[src/rtl/core/tjsm_pkg.sv]
// shared constants, types and state codes for the tilt joystick speed mapper
`default_nettype none

package tjsm_pkg;

    // accelerometer sample width and derived datapath widths
    localparam int ACCEL_BITS = 11;
    localparam int OFF_W      = ACCEL_BITS + 1;
    localparam int DIFF_W     = ACCEL_BITS + 2;

    // fixed point constants
    localparam int Q_ONE        = 32768;
    localparam int Q_W          = 16;
    localparam int COUNTS_PER_G = 100;
    // floor(n * 32768 / 100) == (n * RECIP_100) >> RECIP_SHIFT for n below 100
    localparam int RECIP_100    = 1342178;
    localparam int RECIP_SHIFT  = 12;
    localparam int MAX_FWD      = 500000;
    localparam int MAX_TURN     = 6283185;
    localparam int FRAC_SHIFT   = 15;

    // shared multiplier
    localparam int MUL_A_W = 23;
    localparam int MUL_B_W = 21;
    localparam int MUL_P_W = MUL_A_W + MUL_B_W;

    // shared divider
    localparam int DIV_N_W = 31;
    localparam int DIV_D_W = 16;
    localparam int DIV_Q_W = 16;
    localparam int DIV_C_W = 4;

    // result fields
    localparam int FWD_W  = 20;
    localparam int TURN_W = 24;
    localparam int AXIS_W = 2;

    localparam logic [AXIS_W-1:0] AXIS_X = 2'd0;
    localparam logic [AXIS_W-1:0] AXIS_Y = 2'd1;
    localparam logic [AXIS_W-1:0] AXIS_Z = 2'd2;

    // stream widths, padded to whole bytes
    localparam int S_FIELDS_W = 3 * ACCEL_BITS + 2;
    localparam int S_DATA_W   = ((S_FIELDS_W + 7) / 8) * 8;
    localparam int M_FIELDS_W = FWD_W + TURN_W + AXIS_W + 1;
    localparam int M_DATA_W   = ((M_FIELDS_W + 7) / 8) * 8;

    typedef struct packed {
        logic               start;
        logic [DIV_N_W-1:0] numer;
        logic [DIV_D_W-1:0] denom;
    } div_req_t;

    typedef struct packed {
        logic               done;
        logic [DIV_Q_W-1:0] quot;
    } div_res_t;

    typedef enum logic [3:0] {
        ST_IDLE,
        ST_CAL,
        ST_AXIS,
        ST_MULW,
        ST_DZ,
        ST_DIVW,
        ST_FWD,
        ST_TRN,
        ST_TRNW,
        ST_DONE
    } state_t;

endpackage

`default_nettype wire

[src/rtl/core/tjsm_mul.sv]
// shared unsigned multiplier with registered product
`default_nettype none

module tjsm_mul (
    input  wire logic                          clk,
    input  wire logic [tjsm_pkg::MUL_A_W-1:0]  a,
    input  wire logic [tjsm_pkg::MUL_B_W-1:0]  b,
    output logic      [tjsm_pkg::MUL_P_W-1:0]  prod
);
    import tjsm_pkg::*;

    logic [MUL_P_W-1:0] prod_reg;
    logic [MUL_P_W-1:0] prod_next;

    assign prod_next = MUL_P_W'(a) * MUL_P_W'(b);

    always_ff @(posedge clk)
    begin
        prod_reg <= prod_next;
    end

    assign prod = prod_reg;

endmodule

`default_nettype wire

[src/rtl/core/tjsm_div.sv]
// radix-2 restoring divider, one quotient bit per cycle
`default_nettype none

module tjsm_div (
    input  wire logic                clk,
    input  wire logic                rst_n,
    input  wire tjsm_pkg::div_req_t  req,
    output tjsm_pkg::div_res_t       res
);
    import tjsm_pkg::*;

    logic               busy_reg,  busy_next;
    logic               done_reg,  done_next;
    logic [DIV_C_W-1:0] cnt_reg,   cnt_next;
    logic [DIV_D_W-1:0] rem_reg,   rem_next;
    logic [DIV_Q_W-1:0] low_reg,   low_next;
    logic [DIV_D_W-1:0] den_reg,   den_next;

    logic [DIV_D_W:0]   trial;
    logic               ge;

    // remainder shifted left with the next numerator bit
    assign trial = {rem_reg, low_reg[DIV_Q_W-1]};
    assign ge    = trial >= {1'b0, den_reg};

    always_comb
    begin
        busy_next = busy_reg;
        done_next = 1'b0;
        cnt_next  = cnt_reg;
        rem_next  = rem_reg;
        low_next  = low_reg;
        den_next  = den_reg;
        if (req.start && !busy_reg)
        begin
            busy_next = 1'b1;
            cnt_next  = '0;
            // upper numerator part is already below the divisor
            rem_next  = {1'b0, req.numer[DIV_N_W-1:DIV_Q_W]};
            low_next  = req.numer[DIV_Q_W-1:0];
            den_next  = req.denom;
        end
        else if (busy_reg)
        begin
            rem_next = ge ? DIV_D_W'(trial - {1'b0, den_reg}) : DIV_D_W'(trial);
            low_next = {low_reg[DIV_Q_W-2:0], ge};
            cnt_next = cnt_reg + 1'b1;
            if (cnt_reg == DIV_C_W'(DIV_Q_W - 1))
            begin
                busy_next = 1'b0;
                done_next = 1'b1;
            end
        end
    end

    always_ff @(posedge clk or negedge rst_n)
    begin
        if (!rst_n)
        begin
            busy_reg <= 1'b0;
            done_reg <= 1'b0;
            cnt_reg  <= '0;
        end
        else
        begin
            busy_reg <= busy_next;
            done_reg <= done_next;
            cnt_reg  <= cnt_next;
        end
    end

    always_ff @(posedge clk)
    begin
        rem_reg <= rem_next;
        low_reg <= low_next;
        den_reg <= den_next;
    end

    assign res.done = done_reg;
    assign res.quot = low_reg;

endmodule

`default_nettype wire

[src/rtl/core/tilt_joystick_speed_mapper.sv]
// top level: sequencer, calibration state and result register of the speed mapper
//
// channel   dir  handshake              payload
// s_*       in   s_tvalid / s_tready    s_tdata  accel x, y, z, home, move
// m_*       out  m_tvalid / m_tready    m_tdata  forward, turn, axis, positive
// cfg_*     in   cfg_wr_en              cfg_wr_data  dead band, q0.15
//
// from accept to m_tvalid the sequencer runs a calibration state, then per axis the
// 1/100 multiply, product, dead band and divider states, then speed, turn and
// hand-off states; a full dead band skips the divider
// s_tready is high only while idle; an untaken result stalls the hand-off state
// the result register holds a finished word while the next one is accepted
// reset restores y as principal axis, negative direction, zero offsets

`default_nettype none

module tilt_joystick_speed_mapper (
    input  wire logic                          clk,
    input  wire logic                          rst_n,
    input  wire logic                          s_tvalid,
    output logic                               s_tready,
    // accel_x, accel_y, accel_z, home_pressed, move_pressed, zero pad
    input  wire logic [tjsm_pkg::S_DATA_W-1:0] s_tdata,
    output logic                               m_tvalid,
    input  wire logic                          m_tready,
    // forward_speed, turn_rate, main_axis, axis_positive, zero pad
    output logic      [tjsm_pkg::M_DATA_W-1:0] m_tdata,
    input  wire logic                          cfg_wr_en,
    input  wire logic [15:0]                   cfg_wr_data
);
    import tjsm_pkg::*;

    state_t state_reg, state_next;

    // configuration and calibration state
    logic [15:0]          dead_band_reg;
    logic [AXIS_W-1:0]    sel_reg;
    logic                 dir_reg;
    logic [OFF_W-1:0]     off_reg [3];

    // current sample
    logic [ACCEL_BITS-1:0] acc_reg [3];
    logic                  home_reg;
    logic                  move_reg;

    // per axis work registers
    logic [AXIS_W-1:0]    idx_reg;
    logic                 neg_reg;
    logic                 big_reg;
    logic [6:0]           n_reg;
    logic [Q_W-1:0]       vmag_reg;
    logic [Q_W-1:0]       a_mag_reg [3];
    logic                 a_neg_reg [3];
    logic [FWD_W-1:0]     fwd_reg;
    logic [TURN_W-1:0]    turn_reg;

    // result register
    logic                 out_valid_reg;
    logic [M_DATA_W-1:0]  out_data_reg;

    logic [MUL_A_W-1:0]   mul_a;
    logic [MUL_B_W-1:0]   mul_b;
    logic [MUL_P_W-1:0]   mul_p;
    div_req_t             div_req;
    div_res_t             div_res;

    logic                 accept;
    logic                 out_free;

    tjsm_mul u_mul (
        .clk  (clk),
        .a    (mul_a),
        .b    (mul_b),
        .prod (mul_p)
    );

    tjsm_div u_div (
        .clk   (clk),
        .rst_n (rst_n),
        .req   (div_req),
        .res   (div_res)
    );

    assign accept   = s_tvalid && s_tready;
    assign out_free = !out_valid_reg || m_tready;

    // ---------------- calibration ----------------
    logic [ACCEL_BITS-1:0] mag [3];
    logic [ACCEL_BITS-1:0] s_acc [3];
    logic [AXIS_W-1:0]     cal_sel;
    logic                  cal_dir;

    always_comb
    begin
        for (int i = 0; i < 3; i++)
        begin
            mag[i] = acc_reg[i][ACCEL_BITS-1] ? (~acc_reg[i] + 1'b1) : acc_reg[i];
        end
        cal_sel = sel_reg;
        if (mag[0] > mag[1] && mag[0] > mag[2])
        begin
            cal_sel = AXIS_X;
        end
        else if (mag[1] > mag[0] && mag[1] > mag[2])
        begin
            cal_sel = AXIS_Y;
        end
        else if (mag[2] > mag[0] && mag[2] > mag[1])
        begin
            cal_sel = AXIS_Z;
        end
        cal_dir = !acc_reg[cal_sel][ACCEL_BITS-1];
    end

    // unpack input word
    always_comb
    begin
        for (int i = 0; i < 3; i++)
        begin
            s_acc[i] = s_tdata[i*ACCEL_BITS +: ACCEL_BITS];
        end
    end

    // ---------------- axis datapath ----------------
    logic signed [DIFF_W-1:0] diff;
    logic        [DIFF_W-1:0] dmag;
    logic                     dneg;
    logic [Q_W-1:0]           dz;
    logic                     dz_full;
    logic [Q_W-1:0]           den;
    logic [Q_W-1:0]           w;

    assign diff = DIFF_W'($signed(acc_reg[idx_reg])) - DIFF_W'($signed(off_reg[idx_reg]));
    assign dneg = diff[DIFF_W-1];
    assign dmag = dneg ? DIFF_W'(-diff) : DIFF_W'(diff);

    assign dz_full = dead_band_reg[15];
    assign dz      = dz_full ? Q_W'(Q_ONE) : dead_band_reg;
    assign den     = Q_W'(Q_ONE) - dz;
    assign w       = (vmag_reg < dz) ? '0 : (vmag_reg - dz);

    // ---------------- result mapping ----------------
    logic              use_ref;
    logic [AXIS_W-1:0] ref_idx;
    logic [Q_W-1:0]    ref_mag;
    logic              ref_neg;
    logic [FWD_W-1:0]  fwd_mag;
    logic [TURN_W-1:0] turn_mag;
    logic              turn_neg;

    assign use_ref = move_reg &&
                     ((sel_reg == AXIS_Y && !dir_reg) ||
                      ((sel_reg == AXIS_Y || sel_reg == AXIS_Z) && dir_reg));
    assign ref_idx  = (sel_reg == AXIS_Y && !dir_reg) ? AXIS_Z : AXIS_Y;
    assign ref_mag  = a_mag_reg[ref_idx];
    assign ref_neg  = a_neg_reg[ref_idx];
    assign fwd_mag  = mul_p[FRAC_SHIFT +: FWD_W];
    assign turn_mag = mul_p[FRAC_SHIFT +: TURN_W];
    // turn follows x, flipped unless the reference axis is negative
    assign turn_neg = a_neg_reg[0] ^ !ref_neg;

    // ---------------- sequencer ----------------
    always_comb
    begin
        state_next = state_reg;
        case (state_reg)
            ST_IDLE:
            begin
                if (accept)
                begin
                    state_next = ST_CAL;
                end
            end
            ST_CAL:  state_next = ST_AXIS;
            ST_AXIS: state_next = ST_MULW;
            ST_MULW: state_next = ST_DZ;
            ST_DZ:
            begin
                if (dz_full)
                begin
                    state_next = (idx_reg == AXIS_Z) ? ST_FWD : ST_AXIS;
                end
                else
                begin
                    state_next = ST_DIVW;
                end
            end
            ST_DIVW:
            begin
                if (div_res.done)
                begin
                    state_next = (idx_reg == AXIS_Z) ? ST_FWD : ST_AXIS;
                end
            end
            ST_FWD:  state_next = ST_TRN;
            ST_TRN:  state_next = ST_TRNW;
            ST_TRNW: state_next = ST_DONE;
            ST_DONE:
            begin
                if (out_free)
                begin
                    state_next = ST_IDLE;
                end
            end
            default: state_next = ST_IDLE;
        endcase
    end

    always_comb
    begin
        s_tready      = 1'b0;
        mul_a         = '0;
        mul_b         = '0;
        div_req.start = 1'b0;
        div_req.numer = {w, {FRAC_SHIFT{1'b0}}};
        div_req.denom = den;
        case (state_reg)
            ST_IDLE: s_tready = 1'b1;
            ST_AXIS:
            begin
                mul_a = MUL_A_W'(RECIP_100);
                mul_b = MUL_B_W'(dmag[6:0]);
            end
            ST_DZ:   div_req.start = !dz_full;
            ST_FWD:
            begin
                mul_a = MUL_A_W'(MAX_FWD);
                mul_b = MUL_B_W'(ref_mag);
            end
            ST_TRN:
            begin
                mul_a = MUL_A_W'(MAX_TURN);
                mul_b = MUL_B_W'(a_mag_reg[0]);
            end
            default:
            begin
                s_tready = 1'b0;
            end
        endcase
    end

    // ---------------- control registers ----------------
    always_ff @(posedge clk or negedge rst_n)
    begin
        if (!rst_n)
        begin
            state_reg     <= ST_IDLE;
            dead_band_reg <= '0;
            sel_reg       <= AXIS_Y;
            dir_reg       <= 1'b0;
            for (int i = 0; i < 3; i++)
            begin
                off_reg[i] <= '0;
            end
            idx_reg       <= '0;
            out_valid_reg <= 1'b0;
        end
        else
        begin
            state_reg <= state_next;
            if (cfg_wr_en)
            begin
                dead_band_reg <= cfg_wr_data;
            end
            if (state_reg == ST_CAL && home_reg)
            begin
                sel_reg <= cal_sel;
                dir_reg <= cal_dir;
                for (int i = 0; i < 3; i++)
                begin
                    // principal offset moves one g against its sign
                    if (AXIS_W'(i) == cal_sel)
                    begin
                        off_reg[i] <= cal_dir ?
                            OFF_W'($signed(acc_reg[i])) - OFF_W'(COUNTS_PER_G) :
                            OFF_W'($signed(acc_reg[i])) + OFF_W'(COUNTS_PER_G);
                    end
                    else
                    begin
                        off_reg[i] <= OFF_W'($signed(acc_reg[i]));
                    end
                end
            end
            if (state_reg == ST_CAL)
            begin
                idx_reg <= AXIS_X;
            end
            else if ((state_reg == ST_DZ && dz_full) ||
                     (state_reg == ST_DIVW && div_res.done))
            begin
                idx_reg <= idx_reg + 1'b1;
            end
            if (state_reg == ST_DONE && out_free)
            begin
                out_valid_reg <= 1'b1;
            end
            else if (m_tready)
            begin
                out_valid_reg <= 1'b0;
            end
        end
    end

    // ---------------- payload registers ----------------
    always_ff @(posedge clk)
    begin
        if (accept)
        begin
            for (int i = 0; i < 3; i++)
            begin
                acc_reg[i] <= s_acc[i];
            end
            home_reg <= s_tdata[3*ACCEL_BITS];
            move_reg <= s_tdata[3*ACCEL_BITS+1];
        end
        if (state_reg == ST_AXIS)
        begin
            neg_reg <= dneg;
            big_reg <= dmag >= DIFF_W'(COUNTS_PER_G);
            n_reg   <= dmag[6:0];
        end
        if (state_reg == ST_MULW)
        begin
            // one g or more saturates to full scale
            vmag_reg <= big_reg ? Q_W'(Q_ONE) : mul_p[RECIP_SHIFT +: Q_W];
        end
        if (state_reg == ST_DZ && dz_full)
        begin
            a_mag_reg[idx_reg] <= '0;
            a_neg_reg[idx_reg] <= 1'b0;
        end
        if (state_reg == ST_DIVW && div_res.done)
        begin
            a_mag_reg[idx_reg] <= div_res.quot;
            a_neg_reg[idx_reg] <= neg_reg && (div_res.quot != '0) && (n_reg != 7'd0 || big_reg);
        end
        if (state_reg == ST_TRN)
        begin
            fwd_reg <= !use_ref ? '0 : (ref_neg ? FWD_W'(-fwd_mag) : fwd_mag);
        end
        if (state_reg == ST_TRNW)
        begin
            turn_reg <= !use_ref ? '0 : (turn_neg ? TURN_W'(-turn_mag) : turn_mag);
        end
        if (state_reg == ST_DONE && out_free)
        begin
            out_data_reg <= M_DATA_W'({dir_reg, sel_reg, turn_reg, fwd_reg});
        end
    end

    assign m_tvalid = out_valid_reg;
    assign m_tdata  = out_data_reg;

endmodule

`default_nettype wire
[config.mk]
export PLATFORM = sky130hd
export DESIGN_NAME = tilt_joystick_speed_mapper
export DESIGN_NICKNAME = d
export VERILOG_FILES = /design/src/rtl/core/tjsm_pkg.sv /design/src/rtl/core/tjsm_mul.sv /design/src/rtl/core/tjsm_div.sv /design/src/rtl/core/tilt_joystick_speed_mapper.sv
export SDC_FILE = /design/constraint.sdc
export NUM_CORES = 1
export LEC_CHECK = 0
export BUFFER_PORTS_ARGS = -buffer_cell sky130_fd_sc_hd__buf_2
export CORE_ASPECT_RATIO = 1.75
export CORE_MARGIN = 2
export CORE_UTILIZATION = 45
export CTS_CLUSTER_SIZE = 16
export DETAILED_ROUTE_END_ITERATION = 7
export SKIP_LAST_GASP = 1
export SYNTH_ARGS = -nofsm -noshare
export SYNTH_HDL_FRONTEND = slang
export SYNTH_HIERARCHICAL = 1
export SYNTH_SLANG_ARGS = --single-unit
[constraint.sdc]
create_clock -name clk -period 16.91 [get_ports clk]
set_input_delay 4.2275 -clock clk [delete_from_list [all_inputs] [get_ports clk]]
set_output_delay 4.2275 -clock clk [all_outputs]
set_load 0.01 [all_outputs]
=== Word level (Yosys, flattened, before mapping) ===
Memories as Yosys holds them, arrays and structs flattened.
Index checks and enable logic that the tools add are counted.

* Register bits after elaboration: 273
* Memory bits (writable): 84
* Input bits: 61
* Output and inout port bits: 50
* Word-level logic and storage cells: 173
* Memories: 3

{| class="wikitable"
|+ Memories
! memory !! depth !! bits a word !! rd ports !! clocked after memory_dff !! wr ports !! line !! text
|-
| a_mag_reg || 3 || 16 || 2 || 0 || 1 || tilt_joystick_speed_mapper.sv:52 || <nowiki>logic [Q_W-1:0] a_mag_reg [3];</nowiki>
|-
| acc_reg || 3 || 11 || 5 || 0 || 3 || tilt_joystick_speed_mapper.sv:42 || <nowiki>logic [ACCEL_BITS-1:0] acc_reg [3];</nowiki>
|-
| a_neg_reg || 3 || 1 || 2 || 0 || 1 || tilt_joystick_speed_mapper.sv:53 || <nowiki>logic a_neg_reg [3];</nowiki>
|}

* Add/sub/neg operators: 18
* $mul: 1
* Order comparisons: 10
* Eq/ne operators: 18
* Multiplexer cells: 56
* Bitwise gates (word level): 7
* Reduce and logical (&&, ||, !) cells: 33

{| class="wikitable"
|+ Operator list
! operator !! number
|-
| 12-bit 2-to-1 mux || 8
|-
| 16-bit 2-to-1 mux || 6
|-
| 23-bit case mux with 3 select lines || 1
|-
| 11-bit greater-than comparator || 6
|-
| 16-bit case mux with 3 select lines || 1
|-
| 4-bit case mux with 10 select lines || 1
|-
| 23-bit by 16-bit multiplier with 39-bit output || 1
|-
| 11-bit by 8-bit adder with 12-bit output (second input constant) || 3
|-
| 11-bit by 8-bit subtractor with 12-bit output (second input constant) || 3
|-
| 11-bit by 1-bit adder with 11-bit output (second input constant) || 3
|-
| 11-bit 2-to-1 mux || 3
|-
| 11-bit NOT || 3
|-
| 16-bit subtractor || 2
|-
| 15-bit 2-to-1 mux || 2
|-
| 12-bit binary-select mux with 2-bit select || 1
|-
| 24-bit 2-to-1 mux || 1
|-
| 24-bit negator || 1
|-
| 20-bit 2-to-1 mux || 1
|-
| 4-bit 2-to-1 mux || 5
|-
| 20-bit negator || 1
|-
| 17-bit by 16-bit greater-or-equal comparator with 1-bit output || 1
|-
| 1-bit 2-to-1 mux || 17
|-
| 4-bit by 3-bit == test with 1-bit output (second input constant) || 4
|-
| 16-bit < comparator || 1
|-
| 31 further kinds || 67
|}

=== Logic depth before layout (Yosys ltp) ===
Gate-level depths: netlist of run 1.
An unclocked memory read counts as a cell.

* Depth in word-level cells: 12
* Depth in mapped cells: 43
* Gate-level depth less buffers: 41

=== Modules after synthesis ===
Netlist of run 1, hierarchy kept.

{| class="wikitable"
|+ By module, submodules not included
! module !! times used !! cells an instance !! area an instance (sq um) !! seq. area each (sq um)
|-
| tjsm_mul || 1 || 1,897 || 17,032.6 || 880.8
|-
| tilt_joystick_speed_mapper || 1 || 1,454 || 15,417.3 || 7,618.6
|-
| tjsm_div || 1 || 313 || 3,113.0 || 1,581.5
|}

=== Worst setup path after synthesis of run 1 ===
OpenSTA, ideal clock, no wires.

* Path kind: reg-to-reg
* From: register idx_reg[0]
* To: register, netlist name u_mul/prod[40]
* Library setup time: 0.078 ns
* Data arrival time: 9.844 ns
* Data required time: 16.832 ns
* Setup slack: 6.988 ns
* Cell stages (with the launch flop): 43
* Buffers on the path: 4
* Period minus slack after synthesis: 9.922 ns
* Cells stage by stage: dfrtp_1 > clkbuf_1 > clkbuf_1 > mux2i_1 > nor2_1 > a21oi_1 > ha_1 > inv_1 > fa_1 > a21o_1 > a21oi_1 > o21a_1 > o21ai_0 > and3_1 > nor2_1 > clkbuf_1 > nand2_1 > xnor2_1 > [... 7 more ...] > fa_1 > inv_1 > fa_1 > inv_1 > fa_1 > inv_1 > fa_1 > inv_1 > fa_1 > inv_1 > ha_1 > nand3_1 > a2111o_1 > a31oi_1 > o2111ai_1 > a21o_1 > a221o_1 > nor3_1

{| class="wikitable"
|+ RTL lines
! item !! line !! text
|-
| start: declaration || tilt_joystick_speed_mapper.sv:47 || <nowiki>logic [AXIS_W-1:0] idx_reg;</nowiki>
|-
| start signal: assignment || tilt_joystick_speed_mapper.sv:291 || <nowiki>idx_reg <= idx_reg + 1'b1;</nowiki>
|}

=== Worst setup path in the final report of run 1 ===
* From: register idx_reg[1]
* To: register u_mul.prod_reg[23], in the netlist u_mul/prod[23]

* Word-level cells in the longest chain between the ends: 9
* Elaborated cells between the ends (all ways): 10
* Classes of those cells: 2 x add/sub; 1 x mul; 5 x mux; 1 x bitwise; 1 x memory

{| class="wikitable"
|+ RTL lines
! item !! line !! text
|-
| 2-bit NOT with 3-bit output (not written as such) || tilt_joystick_speed_mapper.sv:133 || <nowiki>assign diff = DIFF_W'($signed(acc_reg[idx_reg])) - DIFF_W'($signed(off_reg[idx_reg]));</nowiki>
|-
| 12-bit binary-select mux with 2-bit select || tilt_joystick_speed_mapper.sv:133 ||
|-
| 12-bit 2-to-1 mux (not written as such) (2 in series) || tilt_joystick_speed_mapper.sv:133 ||
|-
| 11-bit by 12-bit subtractor with 13-bit output * || tilt_joystick_speed_mapper.sv:133 ||
|-
| 13-bit negator || tilt_joystick_speed_mapper.sv:135 || <nowiki>assign dmag = dneg ? DIFF_W'(-diff) : DIFF_W'(diff);</nowiki>
|-
| 13-bit 2-to-1 mux * || tilt_joystick_speed_mapper.sv:135 ||
|-
| named net dmag[4] || tilt_joystick_speed_mapper.sv:126 || <nowiki>logic [DIFF_W-1:0] dmag;</nowiki>
|-
| 16-bit case mux with 3 select lines * || tilt_joystick_speed_mapper.sv:217 || <nowiki>case (state_reg)</nowiki>
|-
| named net mul_b[4] || tilt_joystick_speed_mapper.sv:62 || <nowiki>logic [MUL_B_W-1:0] mul_b;</nowiki>
|-
| 23-bit by 16-bit multiplier with 39-bit output * || tjsm_mul.sv:15 || <nowiki>assign prod_next = MUL_P_W'(a) * MUL_P_W'(b);</nowiki>
|-
| named net u_mul.prod_next[23] || tjsm_mul.sv:13 || <nowiki>logic [MUL_P_W-1:0] prod_next;</nowiki>
|-
| end signal: assignment || tjsm_mul.sv:19 || <nowiki>prod_reg <= prod_next;</nowiki>
|-
| end: declaration || tjsm_mul.sv:12 || <nowiki>logic [MUL_P_W-1:0] prod_reg;</nowiki>
|}

The timed path passes the listed nets; every way through them passes the cells marked *. The select of a mux whose other input is x is not followed.
A chain may end at the register's enable or synchronous reset.

==> results.md, run 1 <==
* Clk_lat worst skew at 0.55 ns
* Syn-to-layout area delta at 8.63%
* R2r endpoint: u_mul/prod[23]
* CTS tree: yes
* Number of global-route vias before repair at 25300
* 1st-pass router iterations at 5
* Clock root buffer: clkbuf_16
* Nets at 4282
* DRT iter0 DRCs at 1046
* Dpl ws at 6.07 ns
* Worst-path clk slew at 0.06 ns
* Internal power at 3.75 mW
* Mapped cell area at 34200 um2
* CTS Hold Bufs at 0
* Critical Path RT at 17.31 ns
* Flop pwr share at 18.3%
* Post-CTS resize count at 0
* Clock skew at 0.0143 ns
* Ant diodes at 0
* Max-cap viol count at 0
* DR WL/cell at 18.4 um
* Setup ws final at 6.05 ns
* Initial antenna violation count at 0
* FMAX at 0.0921 GHz
* Layout cells sized above 1 at 7.85%
* Hold path depth at 0
* Multi-input gate area at 22100 um2
* Min Tclk post-route at 10.86 ns
* Cell mode on critical path: fa_1
* First-pass GRT wire length at 137 mm
* HPWL after DPL at 65.5 mm
* Fillcell total at 7211
* WS Path Type: register to register
* Max FFs per register at 48
* Crit end category: register
* Yosys Warn Count at 6
* Combinational share of power at 70.8%
* Hold Startpoint: fwd_reg[3]
* Via count at 24100
* Least-Margin Pin Slew at 1.07 ns
* Status: finished, final reports clean
* Via density at 5.21
* Setup Buffers After CTS at 0
* Remaining DRCs at 0
* Die Ht at 369 um
* RePlAce Congestion at 0.882
* Worst slew margin at 26.9%
* Top-level port count at 111
* Mapped Cells at 3522
* # clock sinks at 345
* CTS Buf Count at 38
* Input/output buffers at 104
* Worst reg-to-reg setup slack at 6.05 ns
* Slowest CP cell: nor2_1
* Reg-to-Reg Start: idx_reg[1]
* Pins Over Slew Limit at 0
* Post-layout util at 49.5%
* Clk buf depth at 3
* WP data arrival at 11.26 ns
* Global Route Usage Sum at 22.6%
* Maximum fanout along the worst path at 37
* Total Wirelength at 85.3 mm
* WP buf/inv at 9
* Row cnt at 133
* CP startpoint kind: register
* Commonest non-fill, non-tap cell in the layout: inv_1
* H-tree depth at 2
* Maximum number of pins on one net before global-route repair at 75
* GR Overflow Total at 0
* Clock Power Share at 10.9%
* Most frequent cells in the layout: inv_1 (523), nand2_1 (430), fa_1 (397)
* Setup_tns at 0 ns
* Switching share of power at 50.5%
* Initial Util at 45.5%
* Final setup violation count at 0
* Hold Path Class: register to register
* Core area at 75200 um2
* Final period util at 64.2%
* Post-DRT Antenna Nets at 0
* Peak per-stage delay on the critical path at 0.57 ns
* Leakage at 16.8 nW
* RSZ-0062 raised after global routing: false
* P per Cell Area at 204 nW/um2
* VDD IR max at 0.000132 V
* Register Area at 9740 um2
* CP top delay family: adder cells
* Die X at 213 um
* Hold Path End: m_tdata[3]
* Reg2reg path depth at 41
* Die area at 78400 um2
* Switching power at 3.84 mW
* Final hold vios at 0
* Avg Inst Size Synth at 9.72 um2
==> through the flow <==
step | area, um2 | instances | hold slack [ns] | power [mW]
floorplan | 34400 | 3569 | 0.400 | 5.29
global placement | 36000 | 4564 | 0.404 | 6.71
detailed placement | 36000 | 4564 | 0.405 | 6.77
CTS | 37200 | 4631 | 0.419 | 7.64
global route | 37200 | 4631 | 0.422 | 8.36
finish | 37200 | 4631 | 0.417 | 7.59
==> worst max path at each step <==
stage / from / slack [ns] / depth (start not counted) / to
2_1_floorplan: idx_reg[0] / 7.10 / 42 / u_mul/prod[38]
3_3_place_gp: idx_reg[1] / 6.12 / 41 / u_mul/prod[23]
3_5_place_dp: idx_reg[1] / 6.07 / 41 / u_mul/prod[23]
4_1_cts: idx_reg[1] / 6.03 / 41 / u_mul/prod[23]
5_1_grt: idx_reg[1] / 5.38 / 41 / u_mul/prod[23]
6_report: idx_reg[1] / 6.05 / 41 / u_mul/prod[23]
==> final cells by class <==
| class | count | area share, % |
|---|---|---|
| inverter | 527 | 5.32 |
| clock buffer | 42 | 2.65 |
| sequential | 345 | 26.2 |
| multi-input combinational | 2535 | 59.5 |
| tap | 1012 | 3.40 |
| timing repair buffer | 145 | 2.23 |
| clock inverter | 25 | 0.690 |
==> layer usage <==
metal / routed length [um] / global-route usage [%]
met2: 47700 / 44.2
met4: 3640 / 8.26
met5: 0 / 0
met1: 31400 / 24.5
met3: 2560 / 2.31
==> power groups by stage <==
stage / Combinational (mW) / Clock, mW / Sequential (mW)
floorplan: 3.97 / 0 / 1.31
global placement: 5.31 / 0 / 1.40
detailed placement: 5.37 / 0 / 1.40
CTS: 5.40 / 0.851 / 1.39
global route: 6.06 / 0.879 / 1.41
finish: 5.38 / 0.828 / 1.39
(Power assumes the default switching activity.)
==> run 2: changes to the inputs <==
clock period = 11.1 ns   (was 16.91 ns; I/O delays follow)
==> results.md, run 2 (same netlist as run 1, synthesis figures left out) <==
* Power after layout at 11.7 mW (was 7.59 mW)
* HPWL after DPL at 68.3 mm (was 65.5 mm)
* Final hold vios at 0 (unchanged)
* Remaining DRCs at 0 (unchanged)
* Setup_tns at 0 ns (unchanged)
* Switching share of power at 50.4% (was 50.5%)
* Least-Margin Pin Slew at 1.21 ns (was 1.07 ns)
* Non-Filler Instances at 4645 (was 4631)
* Core area at 75200 um2 (unchanged)
* Reg-to-Reg Start: idx_reg[0] (was idx_reg[1])
* P per Cell Area at 312 nW/um2 (was 204 nW/um2)
* Input/output buffers at 104 (unchanged)
* Final period util at 93.6% (was 64.2%)
* Cell area after layout at 37400 um2 (was 37200 um2)
* CP startpoint kind: register (unchanged)
* WP data arrival at 10.83 ns (was 11.26 ns)
* VDD IR max at 0.000218 V (was 0.000132 V)
* WP buf/inv at 6 (was 9)
* Row cnt at 133 (unchanged)
* Total Wirelength at 87.9 mm (was 85.3 mm)
* Die Ht at 369 um (unchanged)
* Switching power at 5.88 mW (was 3.84 mW)
* CTS tree: yes (unchanged)
* Worst-path clk slew at 0.06 ns (about the same)
* Hold Path Class: register to register (unchanged)
* Clock root buffer: clkbuf_16 (unchanged)
* Clock Power Share at 11.2% (was 10.9%)
* Initial antenna violation count at 0 (unchanged)
* WS Path Type: register to register (unchanged)
* Hold Path End: m_tdata[34] (was m_tdata[3])
* Die area at 78400 um2 (unchanged)
* Global Route Usage Sum at 23.1% (was 22.6%)
* Post-DP Area at 36100 um2 (was 36000 um2)
* Clock skew at 0.0258 ns (was 0.0143 ns)
* CTS Buf Count at 39 (was 38)
* Hold path depth at 0 (unchanged)
* DR WL/cell at 18.9 um (was 18.4 um)
* Min Tclk post-route at 10.39 ns (was 10.86 ns)
* GR Overflow Total at 0 (unchanged)
* Post-DRT Antenna Nets at 0 (unchanged)
* Final setup violation count at 0 (unchanged)
* Max FFs per register at 48 (unchanged)
* Critical Path RT at 11.54 ns (was 17.31 ns)
* Flop pwr share at 18.1% (was 18.3%)
* Max-cap viol count at 0 (unchanged)
* Leakage at 16.9 nW (was 16.8 nW)
* Pins Over Slew Limit at 0 (unchanged)
* Maximum fanout along the worst path at 20 (was 37)
* Slowest CP cell: o22ai_2 (was nor2_1)
* Combinational share of power at 70.7% (was 70.8%)
* Syn-to-layout area delta at 9.08% (was 8.63%)
* Die X at 213 um (unchanged)
* Clk_lat worst skew at 0.57 ns (was 0.55 ns)
* Status: finished, final reports clean (unchanged)
* First-pass GRT wire length at 139 mm (was 137 mm)
* Via count at 24200 (was 24100)
* Peak per-stage delay on the critical path at 0.83 ns (was 0.57 ns)
* Post-CTS resize count at 0 (unchanged)
* CP startpoint: idx_reg[0] (was idx_reg[1])
* Hold Startpoint: turn_reg[14] (was fwd_reg[3])
* Layout cells sized above 1 at 8.18% (was 7.85%)
* Critical path depth at 33 (was 41)
* # clock sinks at 345 (unchanged)
* Most frequent cells in the layout: inv_1 (523), nand2_1 (430), fa_1 (397) (unchanged)
* CTS Hold Bufs at 0 (unchanged)
* Number of global-route vias before repair at 25600 (was 25300)
* Maximum number of pins on one net before global-route repair at 85 (was 75)
* CP top delay family: adder cells (unchanged)
* Top-level port count at 111 (unchanged)
* Initial Util at 45.5% (unchanged)
* 1st-pass router iterations at 5 (unchanged)
* Crit end category: register (unchanged)
* Worst reg-to-reg setup slack at 0.71 ns (was 6.05 ns)
* Nets at 4292 (was 4282)
* Setup Buffers After CTS at 0 (unchanged)
* Commonest non-fill, non-tap cell in the layout: inv_1 (unchanged)
* RePlAce Congestion at 0.913 (was 0.882)
* R2r endpoint: u_mul/prod[31] (was u_mul/prod[23])
* Clk buf depth at 3 (unchanged)
* RSZ-0062 raised after global routing: false (unchanged)
* H-tree depth at 2 (unchanged)
* Via density at 5.21 (about the same)
* Internal power at 5.78 mW (was 3.75 mW)
* DRT iter0 DRCs at 1074 (was 1046)
* Placed cells at 4573 (was 4564)
* FMAX at 0.0962 GHz (was 0.0921 GHz)
* Worst slew margin at 18.9% (was 26.9%)
* Reg2reg path depth at 33 (was 41)
* Cell mode on critical path: fa_1 (unchanged)
-- run 2: how the worst max path moves through the flow --
stage                      to  slack (ns)
3_3_place_gp   u_mul/prod[23]        0.81
6_report       u_mul/prod[31]        0.71
4_1_cts        u_mul/prod[23]        0.69
2_1_floorplan  u_mul/prod[38]        1.29
5_1_grt        u_mul/prod[23]        0.12
3_5_place_dp   u_mul/prod[23]        0.73
-- run 2: per-stage QoR --
step / setup slack [ns] / hold slack [ns] / util, %
3_3_place_gp: 0.806 / 0.403 / 47.9
2_1_floorplan: 1.29 / 0.400 / -
4_1_cts: 0.687 / 0.418 / 49.7
3_5_place_dp: 0.734 / 0.405 / 47.9
6_report: 0.708 / 0.417 / 49.7
5_1_grt: 0.121 / 0.421 / 49.7
-- run 2: metal layers --
metal	track usage (%)	share of wire, %
met5	0	0
met4	11.6	5.8
met1	24.4	36
met2	44.7	55
met3	2.17	2.9
-- run 2: cell type report --
type,instances,area [um2]
diodes,1,2.50
clock buffers,49,1080
clock inverters,22,214
fillers,7122,37900
inverters,527,1980
multi-input cells,2535,22100
flip-flops and latches,345,9740
well taps,1012,1270
repair buffers,154,936
-- run 2: power groups by stage --
stage	Combinational [mW]	Clock, mW	Sequential [mW]
4_1_cts	8.25	1.34	2.12
5_1_grt	9.25	1.38	2.15
2_1_floorplan	6.06	0	2.00
3_3_place_gp	8.12	0	2.13
6_report	8.24	1.31	2.11
3_5_place_dp	8.19	0	2.14
